**config.mk**
```make
export PLATFORM = sky130hd
export DESIGN_NAME = extended_double_to_softfloat_core
export DESIGN_NICKNAME = d
export VERILOG_FILES = /design/src/design/edsf_pkg.sv /design/src/design/edsf_unpack.sv /design/src/design/edsf_sum.sv /design/src/design/extended_double_to_softfloat_core.sv
export VERILOG_INCLUDE_DIRS = /design/src /design/src/design
export SDC_FILE = /design/constraint.sdc
export NUM_CORES = 1
export LEC_CHECK = 0
export BUFFER_PORTS_ARGS = -buffer_cell sky130_fd_sc_hd__buf_2
export CORE_MARGIN = 2
export CORE_UTILIZATION = 46
export DETAILED_ROUTE_END_ITERATION = 8
export PLACE_DENSITY = 0.78
export SETUP_SLACK_MARGIN = 0.3
export SLEW_MARGIN = 20
export SYNTH_ARGS = -nofsm -noshare
export SYNTH_HDL_FRONTEND = slang
export SYNTH_SLANG_ARGS = --single-unit
```
**constraint.sdc**
```tcl
create_clock -name clk -period 5.8 [get_ports clk]
set_input_delay 0.87 -clock clk [delete_from_list [all_inputs] [get_ports clk]]
set_output_delay 0.87 -clock clk [all_outputs]
set_load 0.01 [all_outputs]
```
**src/design/extended_double_to_softfloat_core_macros.svh**
```systemverilog
// Assertion macros for the extended double to soft-float converter
`ifndef EXTENDED_DOUBLE_TO_SOFTFLOAT_CORE_MACROS_SVH
`define EXTENDED_DOUBLE_TO_SOFTFLOAT_CORE_MACROS_SVH
`ifndef SYNTHESIS
`define ASSERT_IMPL(label, clk, rst, ante, cons) \
  label: assert property (@(posedge clk) disable iff (rst) (ante) |-> (cons)) \
    else $error("assertion failed");
`define ASSERT_NEXT(label, clk, rst, ante, cons) \
  label: assert property (@(posedge clk) disable iff (rst) (ante) |=> (cons)) \
    else $error("assertion failed");
`else
`define ASSERT_IMPL(label, clk, rst, ante, cons)
`define ASSERT_NEXT(label, clk, rst, ante, cons)
`endif
`endif

```
**src/design/edsf_pkg.sv**
```systemverilog
// Shared types and constants for the extended double to soft-float converter
package edsf_pkg;
  localparam logic [30:0] EXP_ALL_ONES = 31'h7FFFFFFF;
  localparam logic [31:0] MANT_ALL_ONES = 32'hFFFFFFFF;
  localparam int SF_BIAS = 1073741823;
  localparam int PIPE_DEPTH = 3;

  // Stage 1 result: classified input, normalized significand, clamped scale
  typedef struct packed {
    logic        sign;
    logic        special;
    logic [30:0] sp_exp;
    logic [31:0] sp_mant;
    logic [31:0] mant;
    logic [11:0] base_exp;
    logic [5:0]  shift;
    logic [31:0] scale;
  } stage1_t;

  // Stage 2 result: biased exponent sum ready for range check
  typedef struct packed {
    logic        sign;
    logic        special;
    logic [30:0] sp_exp;
    logic [31:0] sp_mant;
    logic [31:0] mant;
    logic [33:0] sum;
  } stage2_t;
endpackage

```
**src/design/edsf_unpack.sv**
```systemverilog
// First stage: classify the double, find the leading one, clamp the scale
module edsf_unpack (
  input  logic                 clk,
  input  logic                 rst,
  input  logic                 in_valid,
  input  logic [63:0]          double_bits,
  input  logic signed [63:0]   scale_exponent,
  output logic                 out_valid,
  output edsf_pkg::stage1_t    out_data
);
  logic [10:0] efield;
  logic [51:0] frac;
  logic [5:0]  lz;
  logic [51:0] norm;
  logic [31:0] scale_c;
  edsf_pkg::stage1_t d;

  assign efield = double_bits[62:52];
  assign frac = double_bits[51:0];

  // Count leading zeros of the fraction for subnormals
  always_comb begin
    lz = 6'd51;
    for (int i = 0; i < 52; i++) begin
      if (frac[i]) lz = 6'(51 - i);
    end
  end

  assign norm = frac << lz;

  // Clamp scale to the 32-bit signed range
  always_comb begin
    if (scale_exponent > 64'sh7FFFFFFF) scale_c = 32'h7FFFFFFF;
    else if (scale_exponent < -64'sh80000000) scale_c = 32'h80000000;
    else scale_c = scale_exponent[31:0];
  end

  always_comb begin
    d.sign = double_bits[63];
    d.special = 1'b0;
    d.sp_exp = '0;
    d.sp_mant = '0;
    d.scale = scale_c;
    d.shift = '0;
    d.base_exp = {1'b0, efield};
    d.mant = {1'b1, frac[51:21]};
    if (efield == 11'h7FF) begin
      d.special = 1'b1;
      d.sp_exp = edsf_pkg::EXP_ALL_ONES;
      d.sp_mant = (frac != '0) ? edsf_pkg::MANT_ALL_ONES : '0;
    end else if (efield == '0 && frac == '0) begin
      d.special = 1'b1;
    end else if (efield == '0) begin
      // Subnormal: exponent is p - 1073 + bias with p = 51 - shift
      d.shift = lz;
      d.base_exp = 12'd0;
      d.mant = norm[51:20];
    end
  end

  // Advance stage register
  always_ff @(posedge clk) begin
    if (rst) out_valid <= 1'b0;
    else out_valid <= in_valid;
    out_data <= d;
  end
endmodule

```
**src/design/edsf_sum.sv**
```systemverilog
// Second stage: form biased exponent plus clamped scale
module edsf_sum (
  input  logic                 clk,
  input  logic                 rst,
  input  logic                 in_valid,
  input  edsf_pkg::stage1_t    in_data,
  output logic                 out_valid,
  output edsf_pkg::stage2_t    out_data
);
  logic signed [33:0] be;
  edsf_pkg::stage2_t d;

  // Normal: e - 1022 + bias; subnormal: p - 1073 + bias, p = 51 - shift
  always_comb begin
    be = 34'(signed'({1'b0, in_data.base_exp})) - 34'sd1022 + 34'(edsf_pkg::SF_BIAS)
         - 34'(signed'({1'b0, in_data.shift}));
    d.sign = in_data.sign;
    d.special = in_data.special;
    d.sp_exp = in_data.sp_exp;
    d.sp_mant = in_data.sp_mant;
    d.mant = in_data.mant;
    d.sum = 34'(be + 34'(signed'(in_data.scale)));
  end

  // Advance stage register
  always_ff @(posedge clk) begin
    if (rst) out_valid <= 1'b0;
    else out_valid <= in_valid;
    out_data <= d;
  end
endmodule

```
**src/design/extended_double_to_softfloat_core.sv**
```systemverilog
// Top level of the extended double to soft-float converter
// Usage: pulse start with double_bits and scale_exponent; busy is always low,
// so one request may be issued every cycle. Each request yields one result
// on sign_out, biased_exponent and mantissa_out, marked by done for exactly
// one cycle, once the request has passed the unpack, sum and output registers.
// Stages: classify/normalize and clamp, exponent sum, range check and output
// register. The leading-one search and the 34-bit exponent add set the stage
// depths. Reset clears the valid bits only; requests in flight are dropped.
// The receiver cannot stall: results must be taken in the cycle they appear.
// NaN gives all-ones exponent and mantissa, infinity all-ones exponent and
// zero mantissa, zero keeps its sign, overflow saturates to infinity and
// underflow flushes to signed zero.
`include "extended_double_to_softfloat_core_macros.svh"
module extended_double_to_softfloat_core (
  input  logic               clk,
  input  logic               rst,
  input  logic               start,
  output logic               busy,
  input  logic [63:0]        double_bits,
  input  logic signed [63:0] scale_exponent,
  output logic               done,
  output logic               sign_out,
  output logic [30:0]        biased_exponent,
  output logic [31:0]        mantissa_out
);
  logic              v1, v2;
  edsf_pkg::stage1_t s1;
  edsf_pkg::stage2_t s2;
  logic              accept;

  assign busy = 1'b0;
  assign accept = start && !busy;

  edsf_unpack u_unpack (.clk(clk), .rst(rst), .in_valid(accept), .double_bits(double_bits),
    .scale_exponent(scale_exponent), .out_valid(v1), .out_data(s1));
  edsf_sum u_sum (.clk(clk), .rst(rst), .in_valid(v1), .in_data(s1),
    .out_valid(v2), .out_data(s2));

  // Range check and output register
  always_ff @(posedge clk) begin
    if (rst) done <= 1'b0;
    else done <= v2;
    sign_out <= s2.sign;
    if (s2.special) begin
      biased_exponent <= s2.sp_exp;
      mantissa_out <= s2.sp_mant;
    end else if (!s2.sum[33] && s2.sum[32:0] >= 33'h7FFFFFFF) begin
      biased_exponent <= edsf_pkg::EXP_ALL_ONES;
      mantissa_out <= '0;
    end else if (s2.sum[33] || s2.sum == '0) begin
      biased_exponent <= '0;
      mantissa_out <= '0;
    end else begin
      biased_exponent <= s2.sum[30:0];
      mantissa_out <= s2.mant;
    end
  end

  `ASSERT_NEXT(a_latency, clk, rst, accept, v1)
  `ASSERT_NEXT(a_done, clk, rst, v2, done)
  `ASSERT_IMPL(a_norm, clk, rst, done && biased_exponent != '0
    && biased_exponent != edsf_pkg::EXP_ALL_ONES, mantissa_out[31])
endmodule
```
==> key figures <==
Clocking
  • # H-tree levels: 1
  • CTS clk-pin slew, worst paths: 60 ps
  • Postcts setup bufs: 0
  • # resized after CTS: 0
  • Clk_lat worst skew: 530 ps
  • Cts hold-fix bufs: 0
  • Num CTS Buffers: 23
  • CTS root buf: clkbuf_16
  • TritonCTS clock tree: done
  • Max clock buf depth: 3
  • Clk sinks: 222

Route
  • Vias/cell: 5.923
  • Routed wire per std cell: 19.36 microns
  • Initial DRC Count: 1,143
  • Vias after detailed routing: 11,800
  • DRT Wirelength: 38.56 mm
  • Drt first pass iters: 8
  • DR DRC count: 0
  • ANT nets after route: 0

Power
  • Combinational Power Share: 0.294
  • Flop pwr share: 0.403
  • Clock network fraction of total power: 0.303
  • P_sw: 1.640 mW
  • Cell-internal power: 3.331 mW
  • Switching share of total power: 0.3300
  • Peak supply drop: 0.2254 mV
  • Pleak: 6.934 nW
  • Power Density: 339.7 mW/mm^2

Floorplanning
  • Site Rows: 60
  • Core Area: 0.02703 sq mm
  • Initial Util: 0.4695
  • Top Ports: 197
  • Die X: 170.1 microns
  • Die area: 0.02893 sq mm
  • DIE HEIGHT: 170.1 microns

Timing
  • F_max: 210.8 MHz
  • Fin crit period: 4744 ps
  • Sum Neg Setup Slack: 0 ps
  • Period utilization: 0.8180
  • Worst-Margin Slew: 1156 ps
  • Slew Limit Fails: 0
  • Rel. slew slack: 0.2264
  • Final Setup Violations: 0
  • Skew final: 38.28 ps
  • RSZ-0062 raised after global routing: false
  • Setup WS post-layout: 1056 ps
  • Final hold violations: 0

Synth
  • Library cells used by synthesis: 91
  • Synthesized flop and latch total: 222
  • Post-synth top area share: 0.3503
  • Avg Inst Size Synth: 8.482 sq um
  • Post-Syn Area: 0.01269 sq mm
  • Net count after synthesis: 1,721
  • Top cell type by total area after synthesis: dfxtp_1
  • EDFF count, synth: 0
  • Ranking of synthesized cells by area: dfxtp_1, ha_1, nand2_1
  • Synth warn: 0
  • Mapped Cells: 1,496
  • Sequential share of the synthesized area: 0.3503
  • Top post-synthesis cells by count: dfxtp_1, nand2_1, inv_1
  • Top FF cell, synth: dfxtp_1
  • Most frequent cell after synthesis: dfxtp_1
  • Async SR Flop Fraction: 0

Global routing
  • GRT overflow: 0
  • First-pass GRT wire length: 60.50 mm
  • Largest net degree at the start of global routing: 43
  • GRT Util Overall: 0.2633
  • Initial antenna violation count: 0
  • Via count of the first global-routing pass: 10,930

Placement
  • DP Worst Slack: 935.7 ps
  • Final RePlAce weighted congestion: 1.018
  • Port bufs: 195
  • Post-detail-place hpwl: 29.88 mm

Worst setup path
  • Critical setup path kind: register to register
  • Reg2Reg Setup Slack: 1060 ps
  • Crit-path max FO: 21
  • Arrival @ worst endpoint: 5210 ps
  • Required time worst endpoint: 6260 ps
  • Startpoint Class: register
  • CP Capture Type: register

Run
  • MaxCap Viol Count: 0

Layout
  • Diode count: 0
  • Multi-input logic area: 0.007477 sq mm
  • Area Growth Syn to Fin: 15.34%
  • Fillers: 2,494
  • Sequential cell area: 0.004444 sq mm
  • Final nets: 1,860
  • Share of cells above drive strength 1: 0.1884

Status
  • Status: finished clean

Worst hold path
  • HP Class: register to register
[registers in the layout (all words and copies together), names as in the netlist]
name,flops
biased_exponent,31
u_unpack.out_valid,1
u_sum.out_data,70
done,1
sign_out,1
mantissa_out,32
u_unpack.out_data,85
u_sum.out_valid,1
[cell families (layout without fill, tap and decap cells)]
family,Yosys count,in the layout,share of synthesized area
and+or+nand+nor,498,498,0.1906
AOI/OAI and AO/OA,357,357,0.1975
DFF,222,222,0.3503
buffers and inverters,201,356,0.06498
adders and majority gates,94,94,0.09802
muxes,87,87,0.07386
xor gates and xnor gates,35,35,0.02416
other,2,2,0.0005919
[layout make-up]
type | count | share of cell area
Multi-Input combinational cell | 1073 | 0.5109
Sequential cell | 222 | 0.3037
Timing Repair Buffer | 213 | 0.07617
Clock buffer | 25 | 0.04052
Tap cell | 341 | 0.02915
Inverter | 102 | 0.02616
Clock inverter | 16 | 0.01342
[per-stage QoR]
step           cell area, sq um  power (mW)  hold slack, ps  utilization  instances
2_1_floorplan             12690       2.927           309.6            -       1496
5_1_grt                   14640       5.244           329.3       0.5415       1992
6_report                  14640       4.971           321.1       0.5415       1992
4_1_cts                   14610       4.974           320.0       0.5406       1991
3_5_place_dp              13820       3.458           312.1       0.5114       1950
3_3_place_gp              13820       3.439           310.5       0.5114       1950
[critical path, stage by stage, from the launching register on]
cell and delay (ps):
dfxtp_1 390, and3_1 200, and2_1 190, nand3_1 100
nor2_1 180, or2_4 310, ha_1 280, inv_1 60
ha_1 230, ha_1 380, a21o_1 230, a2111oi_0 480
o21ai_0 130, nand2_1 80, o21ai_0 150, o31ai_1 280
nand2_1 100, o41ai_1 420, o21bai_1 130, a21oi_1 190
xor2_1 150
[final timing paths]
check                                      startpoint  cells past startpoint                 end
worst max-delay path            u_unpack.out_data[41]                     20  u_sum.out_data[31]
worst min-delay path            u_unpack.out_data[57]                      0  u_sum.out_data[41]
worst max register to register  u_unpack.out_data[41]                     20  u_sum.out_data[31]
worst min register to register  u_unpack.out_data[57]                      0  u_sum.out_data[41]
[placed cells by master (no fill, tap or decap), types with 5 or more instances in the layout]
| cell type | netlist | layout |
|---|---|---|
| o31a_1 | 6 | 6 |
| dfxtp_1 | 222 | 222 |
| o211ai_1 | 26 | 26 |
| a21o_1 | 76 | 76 |
| nand2b_1 | 8 | 8 |
| and2_1 | 9 | 7 |
| nor2_1 | 93 | 92 |
| nand2_1 | 187 | 187 |
| a22oi_1 | 7 | 7 |
| nor3_1 | 34 | 34 |
| a21oi_1 | 60 | 60 |
| a31oi_1 | 10 | 10 |
| a211oi_1 | 12 | 12 |
| or4_1 | 8 | 8 |
| o21ai_0 | 55 | 54 |
| fa_1 | 9 | 9 |
| mux2_2 | 22 | 22 |
| mux2i_1 | 60 | 60 |
| buf_4 | 5 | 17 |
| and3_1 | 15 | 15 |
| xor2_1 | 17 | 17 |
| o21ai_1 | 8 | 6 |
| clkinv_2 | 0 | 5 |
| inv_1 | 102 | 102 |
| nor4_1 | 32 | 32 |
| nor2b_1 | 11 | 11 |
| nand3_1 | 40 | 40 |
| a221oi_1 | 8 | 8 |
| o31ai_1 | 8 | 7 |
| o21bai_1 | 6 | 6 |
| nand4_1 | 30 | 30 |
| o21a_1 | 11 | 10 |
| o221ai_1 | 10 | 10 |
| xnor2_1 | 18 | 18 |
| nor3b_1 | 5 | 5 |
| clkbuf_16 | 0 | 23 |
| buf_2 | 21 | 195 |
| ha_1 | 85 | 85 |
[power by group through the flow]
stage	logic, mW	registers, mW	clock network [mW]
6_report	1.46	2.01	1.50
5_1_grt	1.60	2.03	1.61
4_1_cts	1.44	2.00	1.53
3_5_place_dp	1.43	2.03	0
3_3_place_gp	1.41	2.03	0
2_1_floorplan	0.881	2.05	0
[routing by layer]
metal / GRT usage / routed length, microns
met1: 0.3923 / 17570
met2: 0.3858 / 15830
met3: 0.04535 / 4068
met4: 0.07915 / 1102
met5: 0 / 0
Power figures use the tool's default switching activity.
